`src/gbdf_pkg.sv`:
```
// Package for the grid breadth-first distance field block.
// Holds command codes, fixed field widths, datapath operation codes and the
// controller/datapath interface structs. Depends on nothing.
`timescale 1ns / 1ps
`default_nettype none

package gbdf_pkg;

	localparam int CMD_W      = 2;
	localparam int COORD_IN_W = 5;
	localparam int DIST_W     = 11;
	localparam int POWER_W    = 10;

	localparam int GRID_WIDTH_DEF  = 32;
	localparam int GRID_HEIGHT_DEF = 32;

	localparam logic [DIST_W-1:0] UNREACHED = '1;

	localparam logic [CMD_W-1:0] CMD_LOAD   = 2'd0;
	localparam logic [CMD_W-1:0] CMD_START  = 2'd1;
	localparam logic [CMD_W-1:0] CMD_EXPAND = 2'd2;
	localparam logic [CMD_W-1:0] CMD_QUERY  = 2'd3;

	typedef enum logic [3:0] {
		OP_IDLE  = 4'd0,
		OP_CLEAR = 4'd1,
		OP_LOAD  = 4'd2,
		OP_QUERY = 4'd3,
		OP_START = 4'd4,
		OP_POP   = 4'd5,
		OP_CUR   = 4'd6,
		OP_NB_RD = 4'd7,
		OP_NB_WR = 4'd8
	} op_t;

	typedef enum logic [1:0] {
		RS_MEM  = 2'd0,
		RS_ZERO = 2'd1,
		RS_CUR  = 2'd2,
		RS_UNR  = 2'd3
	} res_src_t;

	typedef struct packed {
		op_t        op;
		logic [1:0] nb_sel;
		logic       latch;
		logic       cap_cur;
		res_src_t   res_src;
		logic       res_load;
	} gbdf_cmd_t;

	typedef struct packed {
		logic [CMD_W-1:0] command;
		logic             in_ok;
		logic             q_empty;
		logic             clr_last;
		logic             res_free;
	} gbdf_stat_t;

endpackage

`default_nettype wire

```
`src/gbdf_ctrl.sv`:
```
// Controller state machine for the grid breadth-first distance field.
// Sequences clearing sweeps, loads, starts, expansions and queries.
// Depends on gbdf_pkg.
`timescale 1ns / 1ps
`default_nettype none

module gbdf_ctrl (
	input  logic                  clk,
	input  logic                  arst_n,
	input  logic                  cmd_valid,
	output logic                  cmd_ready,
	input  gbdf_pkg::gbdf_stat_t  stat,
	output gbdf_pkg::gbdf_cmd_t   ctl
);
	import gbdf_pkg::*;

	typedef enum logic [11:0] {
		S_RCLR  = 12'b000000000001,
		S_IDLE  = 12'b000000000010,
		S_DISP  = 12'b000000000100,
		S_LOAD  = 12'b000000001000,
		S_QUERY = 12'b000000010000,
		S_SCLR  = 12'b000000100000,
		S_INIT  = 12'b000001000000,
		S_POP   = 12'b000010000000,
		S_CUR   = 12'b000100000000,
		S_NBRD  = 12'b001000000000,
		S_NBWR  = 12'b010000000000,
		S_RES   = 12'b100000000000
	} state_t;

	state_t     state_q, state_d;
	logic [1:0] nb_q, nb_d;
	res_src_t   res_src_q, res_src_d;

	always_ff @(posedge clk or negedge arst_n) begin
		if (!arst_n) begin
			state_q   <= S_RCLR;
			nb_q      <= '0;
			res_src_q <= RS_UNR;
		end else begin
			state_q   <= state_d;
			nb_q      <= nb_d;
			res_src_q <= res_src_d;
		end
	end

	assign cmd_ready = (state_q == S_IDLE);

	always_comb begin
		state_d      = state_q;
		nb_d         = nb_q;
		res_src_d    = res_src_q;
		ctl          = '0;
		ctl.op       = OP_IDLE;
		ctl.nb_sel   = nb_q;
		ctl.res_src  = res_src_q;
		case (state_q)
			S_RCLR: begin
				ctl.op = OP_CLEAR;
				if (stat.clr_last) begin
					state_d = S_IDLE;
				end
			end
			S_IDLE: begin
				if (cmd_valid) begin
					ctl.latch = 1'b1;
					state_d   = S_DISP;
				end
			end
			S_DISP: begin
				case (stat.command)
					CMD_LOAD: begin
						res_src_d = RS_MEM;
						state_d   = S_LOAD;
					end
					CMD_START: begin
						res_src_d = RS_ZERO;
						state_d   = stat.in_ok ? S_SCLR : S_RES;
					end
					CMD_EXPAND: begin
						res_src_d = stat.q_empty ? RS_UNR : RS_CUR;
						state_d   = stat.q_empty ? S_RES : S_POP;
					end
					CMD_QUERY: begin
						res_src_d = RS_MEM;
						state_d   = S_QUERY;
					end
					default: begin
						res_src_d = RS_UNR;
						state_d   = S_RES;
					end
				endcase
			end
			S_LOAD: begin
				ctl.op  = OP_LOAD;
				state_d = S_RES;
			end
			S_QUERY: begin
				ctl.op  = OP_QUERY;
				state_d = S_RES;
			end
			S_SCLR: begin
				ctl.op = OP_CLEAR;
				if (stat.clr_last) begin
					state_d = S_INIT;
				end
			end
			S_INIT: begin
				ctl.op  = OP_START;
				state_d = S_RES;
			end
			S_POP: begin
				ctl.op  = OP_POP;
				nb_d    = '0;
				state_d = S_CUR;
			end
			S_CUR: begin
				ctl.op  = OP_CUR;
				state_d = S_NBRD;
			end
			S_NBRD: begin
				ctl.op      = OP_NB_RD;
				ctl.cap_cur = (nb_q == 2'd0);
				state_d     = S_NBWR;
			end
			S_NBWR: begin
				ctl.op = OP_NB_WR;
				if (nb_q == 2'd3) begin
					state_d = S_RES;
				end else begin
					nb_d    = nb_q + 2'd1;
					state_d = S_NBRD;
				end
			end
			S_RES: begin
				if (stat.res_free) begin
					ctl.res_load = 1'b1;
					state_d      = S_IDLE;
				end
			end
			default: begin
				state_d = S_IDLE;
			end
		endcase
	end

endmodule

`default_nettype wire

```
`config.mk`:
```
export PLATFORM = sky130hd
export DESIGN_NAME = gbdf_ctrl
export DESIGN_NICKNAME = d
export VERILOG_FILES = /design/src/gbdf_pkg.sv /design/src/gbdf_ctrl.sv
export SDC_FILE = /design/constraint.sdc
export NUM_CORES = 1
export LEC_CHECK = 0
export BUFFER_PORTS_ARGS = -buffer_cell sky130_fd_sc_hd__buf_4
export CORE_UTILIZATION = 38
export DETAILED_ROUTE_END_ITERATION = 10
export PLACE_DENSITY = 0.63
export SYNTH_ARGS = -nofsm -noshare
export SYNTH_HDL_FRONTEND = slang
export SYNTH_SLANG_ARGS = --single-unit
```
`constraint.sdc`:
```
create_clock -name clk -period 2.1 [get_ports clk]
set_clock_uncertainty 0.15 [all_clocks]
set_input_delay 0.42 -clock clk [delete_from_list [all_inputs] [get_ports clk]]
set_output_delay 0.42 -clock clk [all_outputs]
set_load 0.01 [all_outputs]
```
# == Word-level counts from Yosys, hierarchy flattened ==
# Cells that the tools add are included.
# op_classes
reduce_logical,8
n_eq_ne,21
mux,19
addsub,1
# op_table
cell,count
12-bit one-hot mux with 10 select lines,1
12-bit two-way mux,7
12-bit one-hot mux with 4 select lines,1
4-bit one-hot mux with 8 select lines,1
"12-bit by 1-bit equality test with 1-bit output, second input constant",1
"12-bit by 10-bit equality test with 1-bit output, second input constant",1
"12-bit by 11-bit equality test with 1-bit output, second input constant",1
"12-bit equality test, second input constant",1
"12-bit by 2-bit equality test with 1-bit output, second input constant",1
"12-bit by 3-bit equality test with 1-bit output, second input constant",1
"12-bit by 4-bit equality test with 1-bit output, second input constant",1
"12-bit by 5-bit equality test with 1-bit output, second input constant",1
"12-bit by 6-bit equality test with 1-bit output, second input constant",1
"12-bit by 7-bit equality test with 1-bit output, second input constant",1
"12-bit by 8-bit equality test with 1-bit output, second input constant",1
"12-bit by 9-bit equality test with 1-bit output, second input constant",1
"2-bit != test, second input constant",5
"2-bit equality test, second input constant",3
1-bit two-way mux,6
2-bit one-hot mux with 3 select lines,1
2-bit zero test,2
2-bit one-hot mux with 2 select lines,1
4-bit AND reduction,1
2-bit OR reduction,2
other kinds (6),6
# word_totals
ff_bits,16
out_inout_bits,12
in_bits,9
wordCells,52

# == Logic depth before layout (Yosys ltp) ==
# Gate-level depths: netlist (run 1).
# depth
depth_word,3
ltp_mapped,6
ltp_nobuf,5

# == Least setup slack after synthesis (run 1) ==
# Ideal clock, no wire load.
# synth_timing
path_kind,flip-flop to output port
start,reg state_q[2]
end,out ctl[9] (netlist name)
slack_ps,21
t_arrival_ps,1509
stages_incl_launch_ff,6
path_buffers,0
path_cell_list,dfrtp_1 nor4_4 nand2_2 a2111o_1 o31a_1 inv_1
# synth_lines
item,line,rtl
from (decl),gbdf_ctrl.sv:32,"state_t state_q, state_d;"
from (signal assigned),gbdf_ctrl.sv:42,state_q <= state_d;
to (decl),gbdf_ctrl.sv:13,output gbdf_pkg::gbdf_cmd_t ctl

==> metrics.txt, run 1 <==
# TYPE chip_impl_metric gauge
chip_impl_metric{name="max_freq",unit="MHz"} 413
chip_impl_info{name="run_status",value="complete, but fails checks"} 1
chip_impl_info{name="timing_worst_setup_path_type",value="reg -> out"} 1
chip_impl_metric{name="flow.area_growth_from_synthesis",unit="%"} 55.2
chip_impl_metric{name="ioPinCount",unit=""} 21
chip_impl_info{name="endpoint_type_of_the_worst_setup_path",value="output port"} 1
chip_impl_metric{name="place_inst",unit=""} 168
chip_impl_metric{name="routabilityCongestion",unit=""} 0.859
chip_impl_metric{name="timing.final.crit_share",unit="%"} 115
chip_impl_metric{name="timing.slew.headroom",unit="%"} 77.0
chip_impl_info{name="start_kind",value="flop"} 1
chip_impl_metric{name="synthArstFlopShare",unit="%"} 100
chip_impl_metric{name="grt_antenna_before_repair",unit=""} 0
chip_impl_metric{name="effective_utilization_at_floorplan",unit="%"} 40.4
chip_impl_metric{name="design_power_total",unit="mW"} 1.32
chip_impl_info{name="violations",value="negative setup slack"} 1
chip_impl_metric{name="fin_cells",unit=""} 182
chip_impl_metric{name="insertion_delay",unit="ns"} 0.29
chip_impl_metric{name="detail_route.first_pass.iterations",unit=""} 4
chip_impl_info{name="min-delay-start",value="stat[5]"} 1
chip_impl_metric{name="fillCellCount",unit=""} 211
chip_impl_info{name="ctsRootBufferMaster",value="sky130_fd_sc_hd__clkbuf_4"} 1
chip_impl_metric{name="grt_usage",unit="%"} 20.5
chip_impl_metric{name="clock_tree.buffer_depth",unit=""} 2
chip_impl_metric{name="yosysSeqAreaShare",unit="%"} 40.4
chip_impl_metric{name="post-route-drc-count",unit=""} 0
chip_impl_metric{name="via_count",unit=""} 948
chip_impl_metric{name="worst_reg_to_reg_path_cell_count",unit=""} 8
chip_impl_metric{name="core_area",unit="mm2"} 0.00248
chip_impl_metric{name="crit_path_max_fanout",unit=""} 4
chip_impl_metric{name="cts-htree-levels",unit=""} 1
chip_impl_metric{name="syn_area",unit="mm2"} 0.00100
chip_impl_metric{name="leakage",unit="nW"} 0.729
chip_impl_metric{name="nets",unit=""} 164
chip_impl_metric{name="multiInputGateArea",unit="um2"} 649
chip_impl_info{name="worst_r2r_startpoint",value="state_q[4]"} 1
chip_impl_metric{name="crit_arrival",unit="ns"} 1.85
chip_impl_metric{name="grt_pass1_vias",unit=""} 918
chip_impl_metric{name="die_y",unit="um"} 53.3
chip_impl_metric{name="final_number_of_hold_violating_endpoints",unit=""} 0
chip_impl_metric{name="netlist-cell-type-count",unit=""} 41
chip_impl_info{name="hold_end",value="state_q[3]"} 1
chip_impl_metric{name="cp.required",unit="ns"} 1.53
chip_impl_metric{name="final-seq-area",unit="um2"} 405
chip_impl_metric{name="wl_per_cell",unit="um"} 14.0
chip_impl_metric{name="dr.first_iter.drc_count",unit=""} 13
chip_impl_metric{name="grt_max_degree",unit=""} 17
chip_impl_metric{name="port_buffers",unit=""} 20
chip_impl_info{name="cts_tree",value="yes"} 1
chip_impl_metric{name="final_layout_size_suffix_gt1_share",unit="%"} 48.7
chip_impl_metric{name="synth_cells",unit=""} 100
chip_impl_info{name="r2r-end",value="state_q[1]"} 1
chip_impl_metric{name="grt.overflow.total",unit=""} 0
chip_impl_metric{name="die_area",unit="mm2"} 0.00284
chip_impl_metric{name="setup_viol",unit=""} 10
chip_impl_metric{name="maxSlewViolCount",unit=""} 0
chip_impl_metric{name="synth_warnings",unit=""} 0
chip_impl_info{name="worst_hold_path_type",value="in -> reg"} 1
chip_impl_metric{name="ir_drop",unit="mV"} 0.626
chip_impl_metric{name="worst_setup_hold_path_clk_slew",unit="ns"} 0.10
chip_impl_metric{name="die_width",unit="um"} 53.3
chip_impl_metric{name="drt-vias-per-instance",unit=""} 5.21
chip_impl_metric{name="inserted_diodes",unit=""} 0
chip_impl_metric{name="max_slew.worst_pin.slew",unit="ns"} 0.341
chip_impl_metric{name="synthesis.area_per_instance",unit="um2"} 10.0
chip_impl_metric{name="synthesis.nets",unit=""} 111
chip_impl_metric{name="routed_wl",unit="um"} 2540
chip_impl_metric{name="number_of_core_rows",unit=""} 18
chip_impl_metric{name="drv_cap",unit=""} 0
chip_impl_metric{name="setup_slack",unit="ns"} -0.320
chip_impl_metric{name="power_density",unit="mW/mm2"} 848
chip_impl_info{name="synthFlopType",value="sky130_fd_sc_hd__dfrtp_1"} 1
chip_impl_metric{name="clock_sink_count",unit=""} 16
chip_impl_metric{name="first_pass_grt_wire_length",unit="um"} 4020
chip_impl_metric{name="synth_enable_flop_cells",unit=""} 0
chip_impl_info{name="unrepaired_setup_endpoints_after_global_routing",value="true"} 1
chip_impl_metric{name="reg2reg_setup_slack",unit="ns"} -0.03
chip_impl_metric{name="antenna_violating_nets_post_route",unit=""} 0
chip_impl_metric{name="synth-seq-cells",unit=""} 16
chip_impl_metric{name="timing.final.crit_period",unit="ns"} 2.42
chip_impl_metric{name="place_hpwl",unit="um"} 1820
chip_impl_metric{name="number_of_buffers_created_by_cts",unit=""} 3
chip_impl_metric{name="holdPathStages",unit=""} 2
cells by family after synthesis:
logic type | count (synthesis) | share of synthesized area (%)
adders and majority gates | 2 | 2.50
buffers and inverters | 8 | 3.38
and+or+nand+nor | 54 | 37.9
muxes | 1 | 1.12
AOI/OAI and AO/OA | 19 | 14.8
DFF | 16 | 40.4
routing by layer:
metal | part of all wire [%] | GRT usage (%)
met1 | 45 | 24.9
met2 | 50 | 33.3
met3 | 2.5 | 3.74
met4 | 2.1 | 11.8
met5 | 0 | 0
cell type report:
class	instances	area share, %
Sequential cell	16	26.1
Timing Repair Buffer	49	25.5
Clock buffer	4	2.33
Tap cell	30	2.42
Inverter	7	1.85
Multi-Input combinational cell	76	41.8
report_power, final:
group | internal [mW] | switching (mW)
Sequential | 0.367 | 0.0366
Clock | 0.106 | 0.101
Combinational | 0.385 | 0.322
Total | 0.858 | 0.459
sequential cells by signal, summed over array words and instances, names as in the netlist:
register	cells
res_src_q	2
state_q	12
nb_q	2
Yosys cell counts (2+ instances only):
library cell / number / area [um2]
sky130_fd_sc_hd__a21oi_1: 2 / 10.0
sky130_fd_sc_hd__ha_1: 2 / 25.0
sky130_fd_sc_hd__nand2_2: 2 / 12.5
sky130_fd_sc_hd__dfstp_2: 3 / 78.8
sky130_fd_sc_hd__nand3_1: 3 / 15.0
sky130_fd_sc_hd__o21ai_0: 2 / 10.0
sky130_fd_sc_hd__nor3b_1: 2 / 15.0
sky130_fd_sc_hd__nor4_4: 3 / 63.8
sky130_fd_sc_hd__inv_1: 7 / 26.3
sky130_fd_sc_hd__dfrtp_1: 13 / 325
sky130_fd_sc_hd__and2_1: 4 / 25.0
sky130_fd_sc_hd__nor2_1: 8 / 30.0
sky130_fd_sc_hd__a31oi_1: 2 / 12.5
sky130_fd_sc_hd__o211ai_1: 2 / 15.0
sky130_fd_sc_hd__nor4b_1: 3 / 26.3
sky130_fd_sc_hd__nand3b_1: 3 / 22.5
sky130_fd_sc_hd__o21ai_1: 2 / 10.0
sky130_fd_sc_hd__nand2_1: 6 / 22.5
sky130_fd_sc_hd__nor4_2: 2 / 25.0
sky130_fd_sc_hd__nor2b_1: 4 / 25.0
sky130_fd_sc_hd__nand2b_1: 5 / 31.3
cell usage in the layout, fill, tap and decap left out, types with 2 or more instances in the layout:
cell	synthesis	final
sky130_fd_sc_hd__nor4_4	3	5
sky130_fd_sc_hd__a31oi_1	2	2
sky130_fd_sc_hd__nand2_1	6	6
sky130_fd_sc_hd__o21ai_1	2	2
sky130_fd_sc_hd__inv_1	7	6
sky130_fd_sc_hd__buf_6	0	7
sky130_fd_sc_hd__dfrtp_1	13	12
sky130_fd_sc_hd__dfstp_2	3	3
sky130_fd_sc_hd__clkbuf_4	0	3
sky130_fd_sc_hd__nand3b_1	3	3
sky130_fd_sc_hd__nor2b_1	4	4
sky130_fd_sc_hd__and2_1	4	3
sky130_fd_sc_hd__nor2_1	8	8
sky130_fd_sc_hd__o21ai_0	2	2
sky130_fd_sc_hd__nand3_1	3	2
sky130_fd_sc_hd__o211ai_1	2	2
sky130_fd_sc_hd__nand2_2	2	2
sky130_fd_sc_hd__ha_1	2	2
sky130_fd_sc_hd__nand2b_1	5	5
sky130_fd_sc_hd__buf_4	1	41
sky130_fd_sc_hd__a21oi_1	2	2
critical path: stages, from the launching register on:
cell and delay [ns]:
sky130_fd_sc_hd__dfrtp_1 0.43, sky130_fd_sc_hd__buf_6 0.14, sky130_fd_sc_hd__or2b_1 0.24, sky130_fd_sc_hd__a2111o_1 0.45
sky130_fd_sc_hd__o31a_1 0.13, sky130_fd_sc_hd__inv_1 0.08, sky130_fd_sc_hd__buf_6 0.10
stage by stage:
step,setup TNS [ns],setup WS [ns],hold slack [ns],util (%),cell area (um2)
final,-1.87,-0.320,0.151,62.7,1550
after CTS,-1.88,-0.351,0.145,58.2,1440
after floorplan,0,0.0210,-0.0256,-,1000
after global placement,-0.0538,-0.0295,0.140,53.4,1320
after detailed placement,-0.122,-0.0564,0.141,53.4,1320
after global routing,-2.85,-0.433,0.148,62.7,1550
worst max-delay path by stage:
stage	from	to	slack, ns	cells past startpoint
6_report	state_q[9]	ctl[9]	-0.32	6
5_1_grt	state_q[4]	ctl[7]	-0.43	6
4_1_cts	state_q[7]	ctl[9]	-0.35	6
3_5_place_dp	state_q[4]	ctl[7]	-0.06	6
3_3_place_gp	state_q[4]	ctl[7]	-0.03	6
2_1_floorplan	state_q[2]	ctl[9]	0.02	5
what timing repair did:
action	CTS	global route
hold endpoints to repair	13	0
resized for setup	9	14
setup endpoints to repair	8	13
setup buffers	2	8
pin swaps	3	8
hold buffers	1	0
Note: power is estimated with default switching activity, not from simulation.
==> run 2: changes to the inputs <==
--- a/config.mk
+++ b/config.mk
@@ -8,7 +8,6 @@
 export BUFFER_PORTS_ARGS = -buffer_cell sky130_fd_sc_hd__buf_4
 export CORE_UTILIZATION = 38
 export DETAILED_ROUTE_END_ITERATION = 10
-export PLACE_DENSITY = 0.63
 export SYNTH_ARGS = -nofsm -noshare
 export SYNTH_HDL_FRONTEND = slang
 export SYNTH_SLANG_ARGS = --single-unit
==> metrics.txt, run 2 (synthesis gave the netlist of run 1 again) <==
# TYPE chip_impl_metric gauge
chip_impl_info{name="run_status",value="complete, but fails checks"} 1
chip_impl_info{name="violations",value="negative setup slack"} 1
chip_impl_metric{name="final_layout_size_suffix_gt1_share",unit="%"} 53.6
chip_impl_metric{name="worst_reg_to_reg_path_cell_count",unit=""} 6
chip_impl_metric{name="worst_setup_hold_path_clk_slew",unit="ns"} 0.09
chip_impl_metric{name="place_hpwl",unit="um"} 1890
chip_impl_metric{name="nets",unit=""} 163
chip_impl_metric{name="grt_pass1_vias",unit=""} 1000
chip_impl_metric{name="leakage",unit="nW"} 0.740
chip_impl_metric{name="power_density",unit="mW/mm2"} 868
chip_impl_metric{name="wl_per_cell",unit="um"} 15.8
chip_impl_info{name="min-delay-start",value="stat[5]"} 1
chip_impl_metric{name="post-route-drc-count",unit=""} 0
chip_impl_metric{name="dr.first_iter.drc_count",unit=""} 13
chip_impl_metric{name="design_power_total",unit="mW"} 1.38
chip_impl_metric{name="port_buffers",unit=""} 20
chip_impl_metric{name="cpPeakStageDelay",unit="ns"} 0.46
chip_impl_info{name="timing_worst_setup_path_type",value="reg -> out"} 1
chip_impl_metric{name="grt_max_degree",unit=""} 17
chip_impl_metric{name="number_of_core_rows",unit=""} 18
chip_impl_metric{name="timing.final.crit_share",unit="%"} 120
chip_impl_metric{name="timing.final.crit_period",unit="ns"} 2.53
chip_impl_metric{name="setup_slack",unit="ns"} -0.428
chip_impl_info{name="endpoint_type_of_the_worst_setup_path",value="output port"} 1
chip_impl_metric{name="ir_drop",unit="mV"} 0.688
chip_impl_metric{name="die_area",unit="mm2"} 0.00284
chip_impl_metric{name="path_buf_inv",unit=""} 1
chip_impl_metric{name="largest_register_ff_count",unit=""} 12
chip_impl_metric{name="crit_path_max_fanout",unit=""} 5
chip_impl_metric{name="reg2reg_setup_slack",unit="ns"} -0.03
chip_impl_metric{name="fin_cells",unit=""} 181
chip_impl_metric{name="via_count",unit=""} 1014
chip_impl_metric{name="effective_utilization_at_floorplan",unit="%"} 40.4
chip_impl_metric{name="ioPinCount",unit=""} 21
chip_impl_metric{name="drt-vias-per-instance",unit=""} 5.60
chip_impl_metric{name="grt_antenna_before_repair",unit=""} 0
chip_impl_info{name="critical_path.slowest_cell",value="sky130_fd_sc_hd__dfrtp_2"} 1
chip_impl_info{name="unrepaired_setup_endpoints_after_global_routing",value="true"} 1
chip_impl_info{name="path_delay_family",value="simple AND/OR/NAND/NOR gates"} 1
chip_impl_metric{name="number_of_buffers_created_by_cts",unit=""} 3
chip_impl_metric{name="maxSlewViolCount",unit=""} 0
chip_impl_metric{name="inserted_diodes",unit=""} 0
chip_impl_metric{name="grt.overflow.total",unit=""} 0
chip_impl_metric{name="cp.required",unit="ns"} 1.53
chip_impl_metric{name="flow.area_growth_from_synthesis",unit="%"} 59.1
chip_impl_info{name="worst_r2r_startpoint",value="state_q[7]"} 1
chip_impl_info{name="cp_cell_sequence",value="nor4_4, nand2_2, o41ai_4, nor2_1, nand3b_1, buf_4"} 1
chip_impl_info{name="mostFrequentLayoutCells",value="sky130_fd_sc_hd__buf_4 (40), sky130_fd_sc_hd__dfrtp_1 (12), sky130_fd_sc_hd__nor2_1 (7), sky130_fd_sc_hd__buf_6 (7)"} 1
chip_impl_metric{name="routabilityCongestion",unit=""} 0.824
chip_impl_metric{name="clock_tree.buffer_depth",unit=""} 2
chip_impl_metric{name="final_number_of_hold_violating_endpoints",unit=""} 0
chip_impl_metric{name="first_pass_grt_wire_length",unit="um"} 4530
chip_impl_info{name="largest-register",value="state_q"} 1
chip_impl_metric{name="max_freq",unit="MHz"} 396
chip_impl_info{name="hold_end",value="state_q[3]"} 1
chip_impl_metric{name="grt_usage",unit="%"} 22.9
chip_impl_info{name="cts_tree",value="yes"} 1
chip_impl_metric{name="detail_route.first_pass.iterations",unit=""} 4
chip_impl_metric{name="clock_sink_count",unit=""} 16
chip_impl_metric{name="die_width",unit="um"} 53.3
chip_impl_metric{name="max_slew.worst_pin.slew",unit="ns"} 0.315
chip_impl_metric{name="antenna_violating_nets_post_route",unit=""} 0
chip_impl_metric{name="drv_cap",unit=""} 0
chip_impl_metric{name="insertion_delay",unit="ns"} 0.30
chip_impl_info{name="start_kind",value="flop"} 1
chip_impl_metric{name="place_inst",unit=""} 169
chip_impl_metric{name="holdPathStages",unit=""} 2
chip_impl_metric{name="core_area",unit="mm2"} 0.00248
chip_impl_info{name="final_common_cell",value="sky130_fd_sc_hd__buf_4"} 1
chip_impl_info{name="r2r-end",value="res_src_q[1]"} 1
chip_impl_metric{name="die_y",unit="um"} 53.3
chip_impl_metric{name="timing.slew.headroom",unit="%"} 78.9
chip_impl_metric{name="setup_viol",unit=""} 9
chip_impl_info{name="reg.largest.list",value="state_q: 12 flops, nb_q: 2 flops, res_src_q: 2 flops"} 1
chip_impl_info{name="ctsRootBufferMaster",value="sky130_fd_sc_hd__clkbuf_4"} 1
chip_impl_metric{name="crit_arrival",unit="ns"} 1.96
chip_impl_metric{name="cts-htree-levels",unit=""} 1
chip_impl_info{name="worst_hold_path_type",value="in -> reg"} 1
chip_impl_metric{name="routed_wl",unit="um"} 2850
run 2: changes by cell type in the layout (fill, tap and decap cells not counted), sizes merged:
cell / delta
buf: -1
run 2: metal layers:
| layer | routed length, um | vias to the layer above | GRT usage (%) |
|---|---|---|---|
| met5 | 0 | - | 0 |
| met4 | 115 | 0 | 11.4 |
| met3 | 135 | 13 | 5.75 |
| met2 | 1430 | 42 | 41.3 |
| met1 | 1180 | 485 | 24.2 |
| li1 | - | 474 | - |
run 2: cell type report:
| class | instances | area (um2) |
|---|---|---|
| flip-flops and latches | 16 | 405 |
| well taps | 30 | 37.5 |
| clock buffers | 4 | 36.3 |
| inverters | 7 | 28.8 |
| fillers | 217 | 885 |
| multi-input cells | 76 | 696 |
| repair buffers | 48 | 389 |
run 2: worst max-delay path by stage:
| stage | from | cells after the start | endpoint |
|---|---|---|---|
| CTS | state_q[5] | 6 | ctl[3] |
| global route | state_q[7] | 6 | ctl[9] |
| global placement | state_q[4] | 6 | ctl[7] |
| floorplan | state_q[2] | 5 | ctl[9] |
| finish | state_q[7] | 6 | ctl[7] |
| detailed placement | state_q[4] | 6 | ctl[7] |
run 2: what timing repair did:
| action | CTS | global route |
|---|---|---|
| setup endpoints to repair | 8 | 16 |
| hold endpoints to repair | 13 | 0 |
| pin swaps | 8 | 9 |
| hold buffers | 1 | 0 |
| buffers inserted | 4 | 5 |
| gates resized for setup | 17 | 17 |
run 2: where the power goes:
group / switching (mW) / internal [mW] / leakage (nW) / total (mW)
Clock: 0.107 / 0.106 / 0.0210 / 0.213
Combinational: 0.340 / 0.415 / 0.512 / 0.755
Sequential: 0.0488 / 0.366 / 0.207 / 0.415
run 2: per-stage QoR:
step / hold WS [ns] / utilization, % / setup slack (ns) / area [um2] / TNS, ns
floorplan: -0.0256 / - / 0.0210 / 1000 / 0
global placement: 0.138 / 53.7 / -0.0698 / 1330 / -0.108
detailed placement: 0.147 / 53.7 / -0.106 / 1330 / -0.181
CTS: 0.143 / 60.6 / -0.415 / 1500 / -2.41
global route: 0.140 / 64.3 / -0.502 / 1590 / -3.69
finish: 0.149 / 64.3 / -0.428 / 1590 / -2.63
